**src/rtl/core/stream_pattern_deleter_defines.svh**
```systemverilog
// Assertion macros shared by the stream pattern deleter RTL.
// Expects clk_i and rst_ni in the scope of each use.
`ifndef STREAM_PATTERN_DELETER_DEFINES_SVH
`define STREAM_PATTERN_DELETER_DEFINES_SVH

// same-cycle implication
`define SPD_ASSERT_IMP(label, ante, cons, msg) \
  label: assert property (@(posedge clk_i) disable iff (!rst_ni) (ante) |-> (cons)) \
    else $error(msg);

// next-cycle implication
`define SPD_ASSERT_NXT(label, ante, cons, msg) \
  label: assert property (@(posedge clk_i) disable iff (!rst_ni) (ante) |=> (cons)) \
    else $error(msg);

`endif

```
**src/rtl/core/spd_pkg.sv**
```systemverilog
// Package for the stream pattern deleter: widths, register indexes and the
// control and compare structs passed between the top level and its cells.
`timescale 1ns / 1ps

package spd_pkg;

  localparam int unsigned PatternMaxDef = 8;
  localparam int unsigned ByteW         = 8;
  localparam int unsigned LenW          = 4;
  localparam int unsigned PatBytesW     = 64;
  localparam int unsigned CfgIdxW       = 1;

  localparam logic [CfgIdxW-1:0] CfgPatternLength = 1'b0;
  localparam logic [CfgIdxW-1:0] CfgPatternBytes  = 1'b1;

  localparam logic [ByteW-1:0] NulByte = 8'h00;

  typedef struct packed {
    logic load;
    logic shift;
  } spd_cell_ctrl_t;

  typedef struct packed {
    logic cur;
    logic prev;
  } spd_cell_hit_t;

endpackage

```
**src/rtl/core/spd_cell.sv**
```systemverilog
// One held-byte cell of the stream pattern deleter chain.
// Depends on spd_pkg for widths and the control and compare structs.
`timescale 1ns / 1ps

module spd_cell (
  input  logic                        clk_i,
  input  logic                        rst_ni,
  input  spd_pkg::spd_cell_ctrl_t     ctrl_i,
  input  logic [spd_pkg::ByteW-1:0]   new_byte_i,
  input  logic [spd_pkg::ByteW-1:0]   nbr_byte_i,
  input  logic [spd_pkg::ByteW-1:0]   pat_cur_i,
  input  logic [spd_pkg::ByteW-1:0]   pat_prev_i,
  output logic [spd_pkg::ByteW-1:0]   byte_o,
  output spd_pkg::spd_cell_hit_t      hit_o
);

  logic [spd_pkg::ByteW-1:0] byte_q, byte_d;

  always_comb begin
    byte_d = byte_q;
    if (ctrl_i.shift) begin
      byte_d = nbr_byte_i;
    end else if (ctrl_i.load) begin
      byte_d = new_byte_i;
    end
  end

  always_ff @(posedge clk_i or negedge rst_ni) begin
    if (!rst_ni) begin
      byte_q <= spd_pkg::NulByte;
    end else begin
      byte_q <= byte_d;
    end
  end

  assign byte_o     = byte_q;
  assign hit_o.cur  = (byte_q == pat_cur_i);
  assign hit_o.prev = (byte_q == pat_prev_i);

endmodule

```
**src/rtl/core/stream_pattern_deleter.sv**
```systemverilog
// Stream pattern deleter top level: control sequencer, output register and
// the chain of held-byte cells. Depends on spd_pkg, spd_cell and the defines.
//
// Usage:
//   s_axis carries one text byte per beat (tdata) with tlast on the final
//   byte. m_axis returns surviving bytes in order (tdata), tuser set on a
//   beat that carries no byte and only ends the text, tlast on the final
//   beat of a text. The cfg channel writes pattern_length (index 0) and
//   pattern_bytes (index 1); cfg_ready_o is always high. Write it idle only.
// Timing:
//   A byte enters the chain in idle only; the scan gives out one byte per cycle
//   while the output slot is free, makes a closing decision and, on a final
//   byte still holding a match, takes a further step for the flush or end beat.
//   Output beats leave through a register in the cycle after each decision.
// Reset:
//   Clears held count, state and output valid; pattern_length resets to 1
//   and pattern_bytes to zero.
// Stall:
//   While m_axis_tready is low the result waits in the output register and
//   the chain holds; the next byte can still be taken if nothing is pending.
`timescale 1ns / 1ps
`include "stream_pattern_deleter_defines.svh"

module stream_pattern_deleter #(
  parameter int unsigned PatternMax = spd_pkg::PatternMaxDef
) (
  input  logic                           clk_i,
  input  logic                           rst_ni,
  // config write channel
  input  logic                           cfg_valid_i,
  output logic                           cfg_ready_o,
  input  logic [spd_pkg::CfgIdxW-1:0]    cfg_index_i,
  input  logic [spd_pkg::PatBytesW-1:0]  cfg_data_i,
  // text in
  input  logic                           s_axis_tvalid,
  output logic                           s_axis_tready,
  input  logic [spd_pkg::ByteW-1:0]      s_axis_tdata,   // [7:0] text_byte
  input  logic                           s_axis_tlast,   // text_last
  // kept bytes out
  output logic                           m_axis_tvalid,
  input  logic                           m_axis_tready,
  output logic [spd_pkg::ByteW-1:0]      m_axis_tdata,   // [7:0] kept_byte
  output logic                           m_axis_tuser,   // [0] end_empty
  output logic                           m_axis_tlast    // out_last
);

  localparam int unsigned CntW = $clog2(PatternMax + 1);
  localparam int unsigned LenW = spd_pkg::LenW;
  localparam int unsigned ByteW = spd_pkg::ByteW;

  typedef enum logic [1:0] {
    StIdle = 2'b01,
    StScan = 2'b10
  } state_e;

  state_e state_q, state_d;
  logic [CntW-1:0] cnt_q, cnt_d;
  logic last_q, last_d;
  logic flush_q, flush_d;
  logic emitted_q, emitted_d;
  logic [LenW-1:0] len_q;
  logic [spd_pkg::PatBytesW-1:0] pat_q;

  logic out_valid_q, out_valid_d;
  logic [ByteW-1:0] out_byte_q, out_byte_d;
  logic out_empty_q, out_empty_d;
  logic out_last_q, out_last_d;

  logic [LenW-1:0] act_len;
  logic [LenW-1:0] cnt_len;
  logic in_fire, slot_free, shift_en;
  logic prefix, sprefix;

  logic [PatternMax-1:0] cell_valid;
  logic [ByteW-1:0] cell_byte [PatternMax];
  spd_pkg::spd_cell_hit_t cell_hit [PatternMax];
  spd_pkg::spd_cell_ctrl_t cell_ctrl [PatternMax];

  // ---------------------------------------------------------------------------
  // config
  assign cfg_ready_o = 1'b1;

  always_ff @(posedge clk_i or negedge rst_ni) begin
    if (!rst_ni) begin
      len_q <= LenW'(1);
      pat_q <= '0;
    end else if (cfg_valid_i) begin
      unique case (cfg_index_i)
        spd_pkg::CfgPatternLength: len_q <= cfg_data_i[LenW-1:0];
        spd_pkg::CfgPatternBytes:  pat_q <= cfg_data_i;
        default: ;
      endcase
    end
  end

  always_comb begin
    priority if (len_q == '0) begin
      act_len = LenW'(1);
    end else if (len_q > LenW'(PatternMax)) begin
      act_len = LenW'(PatternMax);
    end else begin
      act_len = len_q;
    end
  end

  // ---------------------------------------------------------------------------
  // cell chain
  assign s_axis_tready = (state_q == StIdle);
  assign in_fire       = s_axis_tvalid && s_axis_tready;
  assign slot_free     = !out_valid_q || m_axis_tready;

  for (genvar i = 0; i < PatternMax; i++) begin : g_cell
    logic [ByteW-1:0] nbr_byte;
    logic [ByteW-1:0] pat_prev;

    if (i == PatternMax - 1) begin : g_tail
      assign nbr_byte = spd_pkg::NulByte;
    end else begin : g_mid
      assign nbr_byte = cell_byte[i+1];
    end

    if (i == 0) begin : g_head
      assign pat_prev = spd_pkg::NulByte;
    end else begin : g_body
      assign pat_prev = pat_q[ByteW*(i-1) +: ByteW];
    end

    assign cell_valid[i]      = (CntW'(i) < cnt_q);
    assign cell_ctrl[i].load  = in_fire && (cnt_q == CntW'(i));
    assign cell_ctrl[i].shift = shift_en;

    spd_cell u_cell (
      .clk_i      (clk_i),
      .rst_ni     (rst_ni),
      .ctrl_i     (cell_ctrl[i]),
      .new_byte_i (s_axis_tdata),
      .nbr_byte_i (nbr_byte),
      .pat_cur_i  (pat_q[ByteW*i +: ByteW]),
      .pat_prev_i (pat_prev),
      .byte_o     (cell_byte[i]),
      .hit_o      (cell_hit[i])
    );
  end

  assign cnt_len = LenW'(cnt_q);

  // prefix of the held bytes, and of the held bytes after one shift
  always_comb begin
    logic all_cur, all_prev;
    all_cur  = 1'b1;
    all_prev = 1'b1;
    for (int i = 0; i < PatternMax; i++) begin
      if (cell_valid[i] && !cell_hit[i].cur) begin
        all_cur = 1'b0;
      end
      if ((i != 0) && cell_valid[i] && !cell_hit[i].prev) begin
        all_prev = 1'b0;
      end
    end
    prefix  = all_cur && (cnt_len <= act_len);
    sprefix = all_prev && ((cnt_len - LenW'(1)) <= act_len);
  end

  // ---------------------------------------------------------------------------
  // sequencer
  always_comb begin
    state_d     = state_q;
    cnt_d       = cnt_q;
    last_d      = last_q;
    flush_d     = flush_q;
    emitted_d   = emitted_q;
    shift_en    = 1'b0;
    out_valid_d = out_valid_q && !m_axis_tready;
    out_byte_d  = out_byte_q;
    out_empty_d = out_empty_q;
    out_last_d  = out_last_q;

    unique case (state_q)
      StIdle: begin
        if (in_fire) begin
          if (cnt_q < CntW'(PatternMax)) begin
            cnt_d = cnt_q + CntW'(1);
          end
          last_d    = s_axis_tlast;
          flush_d   = 1'b0;
          emitted_d = 1'b0;
          state_d   = StScan;
        end
      end
      StScan: begin
        priority if (cnt_q == '0) begin
          if (last_q && !emitted_q) begin
            if (slot_free) begin
              out_valid_d = 1'b1;
              out_byte_d  = spd_pkg::NulByte;
              out_empty_d = 1'b1;
              out_last_d  = 1'b1;
              emitted_d   = 1'b1;
              state_d     = StIdle;
            end
          end else begin
            state_d = StIdle;
          end
        end else if (prefix && !flush_q) begin
          if (cnt_len == act_len) begin
            cnt_d = '0;
            if (!last_q) begin
              state_d = StIdle;
            end
          end else if (last_q) begin
            flush_d = 1'b1;
          end else begin
            state_d = StIdle;
          end
        end else begin
          // drop the front byte to the output and advance the chain
          if (slot_free) begin
            shift_en    = 1'b1;
            cnt_d       = cnt_q - CntW'(1);
            emitted_d   = 1'b1;
            out_valid_d = 1'b1;
            out_byte_d  = cell_byte[0];
            out_empty_d = 1'b0;
            out_last_d  = last_q && ((cnt_q == CntW'(1)) ||
                          (!flush_q && sprefix && ((cnt_len - LenW'(1)) == act_len)));
          end
        end
      end
      default: state_d = StIdle;
    endcase
  end

  always_ff @(posedge clk_i or negedge rst_ni) begin
    if (!rst_ni) begin
      state_q     <= StIdle;
      cnt_q       <= '0;
      last_q      <= 1'b0;
      flush_q     <= 1'b0;
      emitted_q   <= 1'b0;
      out_valid_q <= 1'b0;
    end else begin
      state_q     <= state_d;
      cnt_q       <= cnt_d;
      last_q      <= last_d;
      flush_q     <= flush_d;
      emitted_q   <= emitted_d;
      out_valid_q <= out_valid_d;
    end
  end

  always_ff @(posedge clk_i) begin
    out_byte_q  <= out_byte_d;
    out_empty_q <= out_empty_d;
    out_last_q  <= out_last_d;
  end

  assign m_axis_tvalid = out_valid_q;
  assign m_axis_tdata  = out_byte_q;
  assign m_axis_tuser  = out_empty_q;
  assign m_axis_tlast  = out_last_q;

  // ---------------------------------------------------------------------------
  // assertions
  `SPD_ASSERT_IMP(a_cnt_bound, 1'b1, cnt_q <= CntW'(PatternMax), "held count overflow")
  `SPD_ASSERT_IMP(a_flush_last, flush_q, last_q, "flush outside a final byte")
  `SPD_ASSERT_IMP(a_empty_last, m_axis_tvalid && m_axis_tuser, m_axis_tlast,
                  "empty beat without tlast")
  `SPD_ASSERT_NXT(a_end_clear, (state_q == StScan) && (state_d == StIdle) && last_q,
                  cnt_q == '0, "held bytes left after end of text")

endmodule

```
**config.mk**
```make
export PLATFORM = sky130hd
export DESIGN_NAME = stream_pattern_deleter
export DESIGN_NICKNAME = d
export VERILOG_FILES = /design/src/rtl/core/spd_pkg.sv /design/src/rtl/core/spd_cell.sv /design/src/rtl/core/stream_pattern_deleter.sv
export VERILOG_INCLUDE_DIRS = /design/src /design/src/rtl/core
export SDC_FILE = /design/constraint.sdc
export NUM_CORES = 1
export LEC_CHECK = 0
export BUFFER_PORTS_ARGS = -buffer_cell sky130_fd_sc_hd__buf_4
export CAP_MARGIN = 10
export CORE_MARGIN = 4
export CORE_UTILIZATION = 50
export DETAILED_ROUTE_END_ITERATION = 10
export HOLD_SLACK_MARGIN = 0.03
export PLACE_DENSITY_LB_ADDON = 0.12
export RECOVER_POWER = 25
export SYNTH_ARGS = -nofsm -noshare
export SYNTH_HDL_FRONTEND = slang
export SYNTH_HIERARCHICAL = 1
export SYNTH_SLANG_ARGS = --single-unit
```
**constraint.sdc**
```tcl
create_clock -name clk_i -period 5 [get_ports clk_i]
set_clock_uncertainty 0.1 [all_clocks]
set_input_delay 0.25 -clock clk_i [delete_from_list [all_inputs] [get_ports clk_i]]
set_output_delay 0.25 -clock clk_i [all_outputs]
set_load 0.02 [all_outputs]
```
==> impl_metrics.json, run 1 <==
{
  "status": "finished with violations",
  "violations": "capacitance limit, slew limit",
  "whs_ns": 0.0764,
  "setup_ws_ns": 1.87,
  "period_share_pct": 62.6,
  "wirelength_um": 19800,
  "grt_busiest_layer": "met2",
  "synthToLayoutAreaGrowth_pct": 24.7,
  "h-tree-depth": 4,
  "slew_viol_final": 90,
  "tritoncts": "done",
  "cp_top_family": "compound AO/OA/AOI/OAI gates",
  "worstHoldStart": "cfg_index_i",
  "crit_fanout": 128,
  "comb_power_share_pct": 33.0,
  "wire_per_inst_um": 17.6,
  "crit_buf_inv": 2,
  "final.setup.tns_ns": 0,
  "grt_pass1_vias": 6060,
  "nets": 987,
  "p_sw_mw": 1.83,
  "finish.utilization_pct": 64.1,
  "path_class": "register to register",
  "rsz0062_at_grt": "no",
  "antenna_cells": 0,
  "grt_pass1_wl_um": 31800,
  "rr_startpoint": "cnt_len[1]",
  "cts_buffers": 17,
  "globalRouteMet2Util_pct": 35.5,
  "die-area_mm2": 0.0186,
  "num_vias": 5961,
  "nFillCells": 1220,
  "hold_path.class": "primary input to register",
  "die_w_um": 137,
  "die_h_um": 137,
  "place_ws_ns": 1.96,
  "worst_setup_path_end_kind": "register",
  "clk_latency_ns": 0.43,
  "critPathMaxStageDelay_ns": 0.52,
  "max-slew-margin-rel_pct": -51.7,
  "netlist_area_mm2": 0.00826,
  "ant_nets": 0,
  "layout-drive-gt1-share_pct": 20.1,
  "p_leak_nw": 4.02,
  "grt_max_degree": 129,
  "io_pins": 92,
  "cp-start-kind": "register",
  "irDropWorstVdd_mv": 0.278,
  "clockRootBuffer": "clkbuf_16",
  "drt-initial-drc-count": 347,
  "start_util_pct": 51.4,
  "antenna_found_initial": 0,
  "yosys_warnings": 6,
  "intPower_mw": 3.30,
  "synthCells": 738,
  "syn_area_per_cell_um2": 11.2,
  "max_freq_ghz": 0.320,
  "crit_arrival_ns": 3.37,
  "cp_data_required_time_ns": 5.24,
  "first_pass_iters": 5,
  "core.rowCount": 46,
  "postCtsSetupBuffers": 0,
  "drv_cap": 1,
  "design.core.area_mm2": 0.0161,
  "pwr-share-clk_pct": 25.9,
  "path_clk_slew_ns": 0.06,
  "clock-sinks": 152,
  "use_met3_pct": 5.40,
  "placed_area_mm2": 0.00904,
  "power_density_mw_per_mm2": 498,
  "worstMarginPinSlew_ns": 2.27,
  "startpoint": "cnt_len[1]",
  "gp_congestion": 0.898,
  "setup_violations": 0,
  "avgViaCountPerCell": 5.30,
  "grtUsageMet1_pct": 29.4,
  "hold_viol": 0,
  "clockBufferDepth": 2,
  "timing.final.crit_period_ns": 3.13,
  "port_buffers": 90,
  "overflow": 0,
  "switching_share_pct": 35.6,
  "fin_area_mm2": 0.0103,
  "critPathSlowestCell": "dfrtp_1",
  "track_usage_pct": 22.0,
  "crit_chain": "inv_1, ha_1, or2_1, a21oi_1, nor3_2, a31o_2, nor2_4, buf_12, nand2_1, o21ai_1",
  "p_seq_share_pct": 41.2,
  "detailed_place_hpwl_um": 14000,
  "drc_errors": 0
}
-- worst reg2reg max path, cell delays in order, from the launching register on --
cell and delay, ns:
dfrtp_1 0.52, inv_1 0.20, ha_1 0.41, or2_1 0.29, a21oi_1 0.32, nor3_2 0.11, a31o_2 0.31, nor2_4 0.11
buf_12 0.38, nand2_1 0.18, o21ai_1 0.11
-- stage by stage --
stage	std cells	power, mW
floorplan	745	3.34
global placement	1027	3.71
global route	1125	5.45
finish	1125	5.13
CTS	1125	5.17
detailed placement	1027	3.78
-- state kept, by name, summed over array words and instances (netlist names), 2 cells and up --
register	flops
g_cell.u_cell/byte_o	64
pat_q	64
m_axis_tdata	8
cnt_len	4
len_q	4
state_q	2
-- routing by layer --
| metal | routed length [µm] | part of all wire (%) | vias to the layer above |
|---|---|---|---|
| li1 | - | - | 2880 |
| met1 | 8850 | 45 | 2910 |
| met2 | 9580 | 48 | 137 |
| met3 | 933 | 4.7 | 34 |
| met4 | 467 | 2.4 | 0 |
| met5 | 0 | 0 | - |
-- worst paths after layout --
kind / to / slack, ns / cells past startpoint
max in group asynchronous: pat_q[61] / 2.16 / 3
hold reg to reg: emitted_q / 0.41 / 1
setup / recovery: g_cell[3].u_cell/byte_o[2] / 1.87 / 10
setup reg to reg: g_cell[3].u_cell/byte_o[2] / 1.87 / 10
min in group asynchronous: pat_q[0] / 0.95 / 2
hold / removal: len_q[3] / 0.08 / 4
-- placed cells by master, fill, tap and decap left out, drive strengths merged, types with 3 or more instances in the layout --
master / instances
a21oi: 8
a31oi: 3
and3: 5
buf: 89
clkbuf: 27
clkinv: 5
conb: 9
dfrtp: 140
dlygate4sd3: 67
edfxtp: 10
ha: 11
inv: 11
mux2: 67
mux2i: 64
nand2: 82
nand2b: 3
nand3: 5
nand4: 31
nor2: 29
nor2b: 15
nor3: 4
o21ai: 74
xnor2: 120
-- cell type report --
type	count	area (µm²)	area share [%]
multi-input cells	556	4160	40.4
flip-flops and latches	152	3860	37.4
repair buffers	161	1370	13.3
clock buffers	22	497	4.82
well taps	216	270	2.62
clock inverters	9	110	1.07
inverters	9	36.3	0.352
-- power groups by stage --
stage / clock network (mW) / logic [mW] / registers (mW)
6_report: 1.33 / 1.69 / 2.11
5_1_grt: 1.40 / 1.88 / 2.17
4_1_cts: 1.35 / 1.70 / 2.12
3_5_place_dp: 0 / 1.65 / 2.14
3_3_place_gp: 0 / 1.59 / 2.12
2_1_floorplan: 0 / 1.35 / 1.99
-- what timing repair did --
action / 4_1_cts / 5_1_grt
hold endpoints to repair: 156 / 0
hold buffers: 67 / 0
gates resized for setup: 0 / 0
Power figures use the tool's default switching activity.
==> run 2, diff against run 1 <==
==> constraint.sdc (replaced) <==
create_clock -name clk_i -period 3.2 [get_ports clk_i]
set_clock_uncertainty 0.1 [all_clocks]
set_input_delay 0.16 -clock clk_i [delete_from_list [all_inputs] [get_ports clk_i]]
set_output_delay 0.16 -clock clk_i [all_outputs]
set_load 0.02 [all_outputs]
==> impl_metrics.json, run 2 (synthesized netlist as in run 1, its figures left out) <==
{
  "intPower_mw": 5.00,
  "nFillCells": 1265,
  "violations": "capacitance limit, slew limit",
  "grt_pass1_vias": 6227,
  "reg2reg_slack_ns": 0.27,
  "track_usage_pct": 22.6,
  "drv_cap": 1,
  "period_share_pct": 91.6,
  "post_cts_resized": 0,
  "rr_startpoint": "cnt_len[1]",
  "hold_path.class": "primary input to register",
  "antenna_cells": 0,
  "crit_fanout": 128,
  "status": "finished with violations",
  "drt-initial-drc-count": 395,
  "ff2ff_path_depth": 9,
  "regArea_mm2": 0.00386,
  "detailed_place_hpwl_um": 14200,
  "avgViaCountPerCell": 5.32,
  "num_vias": 6032,
  "wirelength_um": 20100,
  "final_cells": 1134,
  "final_common_cell": "dfrtp_1",
  "drc_errors": 0,
  "setup_ws_ns": 0.269,
  "multi_input_area_mm2": 0.00415,
  "pwr-share-clk_pct": 24.3,
  "power_density_mw_per_mm2": 763,
  "io_pins": 92,
  "clock-sinks": 152,
  "clockBufferDepth": 2,
  "antenna_found_initial": 0,
  "start_util_pct": 51.4,
  "tritoncts": "done",
  "clk_latency_ns": 0.42,
  "die_w_um": 137,
  "grt_pass1_wl_um": 32500,
  "clockRootBuffer": "clkbuf_16",
  "max-slew-margin-rel_pct": -61.9,
  "comb_power_share_pct": 33.7,
  "use_met3_pct": 4.49,
  "fin_area_mm2": 0.0103,
  "cts_buffers": 17,
  "setup_violations": 0,
  "die-area_mm2": 0.0186,
  "max_freq_ghz": 0.341,
  "whs_ns": 0.0440,
  "layout_common_cells": "dfrtp_1 (140), xnor2_1 (120), nand2_1 (81), buf_4 (81), dlygate4sd3_1 (72)",
  "h-tree-depth": 4,
  "synthToLayoutAreaGrowth_pct": 24.7,
  "final.setup.tns_ns": 0,
  "startpoint": "cnt_len[1]",
  "hold_viol": 0,
  "wire_per_inst_um": 17.7,
  "worstMarginPinSlew_ns": 2.43,
  "place_ws_ns": 0.352,
  "crit_end": "g_cell[1].u_cell/byte_o[6]",
  "worst_setup_path_end_kind": "register",
  "timing.rr.end": "g_cell[1].u_cell/byte_o[6]",
  "grtUsageMet1_pct": 30.2,
  "globalRouteMet2Util_pct": 37.6,
  "ant_nets": 0,
  "timing.final.crit_period_ns": 2.93,
  "nets": 996,
  "overflow": 0,
  "cp-start-kind": "register",
  "rsz0062_at_grt": "no",
  "core.rowCount": 46,
  "design.core.area_mm2": 0.0161,
  "layout-drive-gt1-share_pct": 19.4,
  "p_sw_mw": 2.86,
  "first_pass_iters": 5,
  "p_leak_nw": 4.01,
  "crit_arrival_ns": 3.11,
  "p_seq_share_pct": 41.9,
  "place_inst": 1031,
  "grt_busiest_layer": "met2",
  "path_clk_slew_ns": 0.07,
  "irDropWorstVdd_mv": 0.520,
  "grt_max_degree": 129,
  "port_buffers": 90,
  "cp_data_required_time_ns": 3.38,
  "placed_area_mm2": 0.00908,
  "gp_congestion": 0.859,
  "slew_viol_final": 102,
  "switching_share_pct": 36.4,
  "path_class": "register to register",
  "die_h_um": 137
}
[run 2: cell types whose count changed in the layout (fill, tap and decap cells not counted), sizes merged]
cell	before	now
clkbuf	27	34
inv	11	13
dlygate4sd3	67	72
bufinv	2	1
buf	89	84
clkinvlp	0	1
[run 2: timing repair]
action | 4_1_cts | 5_1_grt
buffers inserted | 0 | 0
setup endpoints to repair | 0 | 0
hold buffers | 72 | 0
endpoints found under the hold margin | 181 | 0
[run 2: routing by layer]
metal,vias to the layer above,wire length (µm)
met2,137,9970
met3,21,813
met1,2971,9000
met4,0,306
met5,-,0
li1,2903,-
[run 2: stage by stage]
stage / utilization (%) / power [mW]
detailed placement: 56.6 / 5.92
global route: 64.1 / 8.37
CTS: 64.5 / 7.91
global placement: 56.6 / 5.79
finish: 64.1 / 7.86
floorplan: - / 5.22
[run 2: critical path, stage by stage (launching register included)]
cell and delay (ns):
dfrtp_1 0.49, inv_1 0.16, ha_1 0.35, or2_1 0.28, a21oi_1 0.27, nor3_2 0.10
a31o_2 0.31, nor2_4 0.11, buf_12 0.37, o21ai_1 0.17
[run 2: power groups by stage]
stage	Clock (mW)	Combinational [mW]	Sequential (mW)
2_1_floorplan	0	2.12	3.11
3_3_place_gp	0	2.49	3.30
3_5_place_dp	0	2.59	3.33
4_1_cts	1.94	2.67	3.30
5_1_grt	2.04	2.94	3.39
6_report	1.91	2.65	3.30
[run 2: worst min path at each step]
stage | from | to | cells after the start
6_report | s_axis_tdata[4] | g_cell[4].u_cell/byte_o[4] | 3
5_1_grt | s_axis_tdata[0] | g_cell[4].u_cell/byte_o[0] | 3
4_1_cts | s_axis_tdata[4] | g_cell[2].u_cell/byte_o[4] | 3
3_5_place_dp | rst_ni | pat_q[6] | 1
3_3_place_gp | rst_ni | pat_q[5] | 1
2_1_floorplan | rst_ni | cnt_len[0] | 0
[run 2: area by class of cell]
class / instances / area share [%]
clock inverter: 11 / 0.935
timing repair buffer: 170 / 13.9
inverter: 9 / 0.352
clock buffer: 20 / 4.43
sequential: 152 / 37.4
multi-input combinational: 556 / 40.3
tap: 216 / 2.62
==> run 3, diff against run 2 <==
--- a/config.mk
+++ b/config.mk
@@ -6,6 +6,7 @@
 export SDC_FILE = /design/constraint.sdc
 export NUM_CORES = 1
 export LEC_CHECK = 0
+export ABC_AREA = 1
 export BUFFER_PORTS_ARGS = -buffer_cell sky130_fd_sc_hd__buf_4
 export CAP_MARGIN = 10
 export CORE_MARGIN = 4
@@ -16,5 +17,4 @@
 export RECOVER_POWER = 25
 export SYNTH_ARGS = -nofsm -noshare
 export SYNTH_HDL_FRONTEND = slang
-export SYNTH_HIERARCHICAL = 1
 export SYNTH_SLANG_ARGS = --single-unit
==> impl_metrics.json, run 3 <==
{
  "nFillCells": 1422,
  "antenna_cells": 0,
  "hold_viol": 0,
  "die_w_um": 138,
  "first_pass_iters": 7,
  "ff2ff_path_depth": 19,
  "whs_ns": 0.0526,
  "p_leak_nw": 4.93,
  "worstMarginPinSlew_ns": 1.65,
  "drt-initial-drc-count": 660,
  "synth_seq_area_share_pct": 45.3,
  "antenna_found_initial": 0,
  "worst_setup_path_end_kind": "register",
  "layout_common_cells": "nand2_1 (214), nand3_1 (191), dfrtp_1 (140), buf_4 (102), xnor2_1 (80)",
  "fin_area_mm2": 0.0107,
  "num_vias": 7240,
  "path_clk_slew_ns": 0.06,
  "syn_area_per_cell_um2": 8.66,
  "io_pins": 92,
  "path_class": "register to register",
  "status": "finished with violations",
  "clk_latency_ns": 0.43,
  "clockRootBuffer": "clkbuf_16",
  "yosys.area.top_type": "dfrtp_1",
  "start_util_pct": 51.1,
  "max-slew-margin-rel_pct": -10.1,
  "power_density_mw_per_mm2": 775,
  "drv_cap": 2,
  "ant_nets": 0,
  "syn_nets": 1073,
  "finish.utilization_pct": 64.5,
  "period_share_pct": 92.5,
  "async_flop_share_pct": 93.4,
  "nets": 1238,
  "wire_per_inst_um": 16.1,
  "rr_startpoint": "len_q[1]",
  "grt_max_degree": 83,
  "max_freq_ghz": 0.338,
  "setup_violations": 0,
  "avgViaCountPerCell": 5.25,
  "cp-start-kind": "register",
  "finalPower_mw": 8.32,
  "overflow": 0,
  "placed_area_mm2": 0.00933,
  "core.rowCount": 47,
  "final.setup.tns_ns": 0,
  "gp_congestion": 0.859,
  "worstHoldStart": "cfg_valid_i",
  "layout-drive-gt1-share_pct": 18.6,
  "rsz0062_at_grt": "yes",
  "tritoncts": "done",
  "clock-sinks": 152,
  "track_usage_pct": 23.9,
  "crit_fanout": 10,
  "whs_path_depth": 3,
  "h-tree-depth": 4,
  "synth_top_area_share_pct": 41.2,
  "die-area_mm2": 0.0192,
  "cp_data_required_time_ns": 3.41,
  "irDropWorstVdd_mv": 0.493,
  "die_h_um": 138,
  "grt_pass1_wl_um": 37000,
  "synthToLayoutAreaGrowth_pct": 26.2,
  "yosys_warnings": 0,
  "violations": "capacitance limit, slew limit",
  "setup_ws_ns": 0.241,
  "detailed_place_hpwl_um": 15300,
  "timing.final.crit_period_ns": 2.96,
  "ys.flop_type": "dfrtp_1",
  "wirelength_um": 22200,
  "grt_pass1_vias": 6908,
  "timing.rr.end": "g_cell[7].u_cell.byte_o[0]",
  "final_cells": 1380,
  "place_inst": 1270,
  "cts_buffers": 17,
  "slew_viol_final": 143,
  "final_common_cell": "nand2_1",
  "synth_edf_count": 10,
  "port_buffers": 90,
  "netlist_area_mm2": 0.00850,
  "yosysMostFrequentCell": "nand2_1",
  "drc_errors": 0,
  "min_to": "len_q[0]",
  "synthCells": 982,
  "design.core.area_mm2": 0.0166,
  "crit_arrival_ns": 3.17,
  "yosys-top-cells-count": "nand2_1 (215), nand3_1 (191), dfrtp_1 (140), xnor2_1 (80), inv_1 (73)",
  "synth_top_cells_by_area": "dfrtp_1 (41%), nand3_1 (11%), nand2_1 (9.5%)",
  "hold_path.class": "primary input to register",
  "synth_cell_types": 38,
  "reg2reg_slack_ns": 0.24,
  "synth_seq_cells": 152,
  "clockBufferDepth": 2,
  "place_ws_ns": 0.128
}
-- run 3: final cells by class --
cell class | instances | area, µm² | area share (%)
well taps | 220 | 275 | 2.56
clock buffers | 25 | 515 | 4.80
clock inverters | 7 | 113 | 1.05
multi-input cells | 712 | 4080 | 38.0
flip-flops and latches | 152 | 3860 | 35.9
repair buffers | 184 | 1590 | 14.8
inverters | 80 | 304 | 2.83
-- run 3: power by group --
group	total [mW]	internal, mW	switching (mW)
combinational	2.95	1.36	1.59
clock	2.13	1.35	0.786
sequential	3.23	2.49	0.736
total	8.32	5.20	3.12
-- run 3: worst max path at each step --
| stage | startpoint | endpoint | depth (start not counted) |
|---|---|---|---|
| finish | len_q[1] | g_cell[7].u_cell.byte_o[0] | 19 |
| global route | len_q[1] | g_cell[7].u_cell.byte_o[0] | 19 |
| CTS | len_q[1] | g_cell[7].u_cell.byte_o[0] | 18 |
| detailed placement | len_q[1] | g_cell[7].u_cell.byte_o[0] | 18 |
| global placement | len_q[1] | g_cell[3].u_cell.byte_o[3] | 18 |
| floorplan | len_q[1] | m_axis_tdata[0] | 16 |
-- run 3: cell families (layout without fill, tap and decap cells) --
group                    Yosys count  after routing  synth area share [%]
AO/OA/AOI/OAI                     53             53                  3.40
XOR/XNOR                          94             94                  9.68
adder cells (fa/ha/maj)           12             12                  1.77
buffers and inverters            119            296                  6.94
flip-flops                       152            152                  45.3
multiplexers                      46             46                  6.09
other                              1              1                0.0441
AND/OR/NAND/NOR                  505            506                  26.7
-- run 3: per-layer routing --
metal  vias to the layer above  wire length (µm)  global-route usage, %
li1                       3564                 -                      -
met1                      3419              9790                   33.2
met2                       229             10800                   38.9
met3                        28              1290                   4.18
met4                         0               344                   6.45
met5                         -                 0                      0
-- run 3: repair_timing --
item / in CTS / in global routing
buffers inserted: 0 / 2
setup endpoints to repair: 0 / 74
hold endpoints to repair: 191 / 0
gates resized for setup: 0 / 5
hold buffers: 75 / 0
-- run 3: worst max-delay path, cell delays in order (launching register included) --
cell and delay [ns]:
dfrtp_1 0.39, or2_2 0.31, o21ai_0 0.15, nand2_1 0.10, ha_1 0.30, inv_1 0.04, nor2_1 0.08, o21ai_1 0.06
nand2_1 0.05, a21oi_1 0.05, nand3_1 0.12, nor2_4 0.05, nand2_2 0.07, buf_4 0.15, nand3_4 0.16, buf_4 0.21
nand2_4 0.11, clkinvlp_4 0.18, nand2_1 0.11, nand2_1 0.05
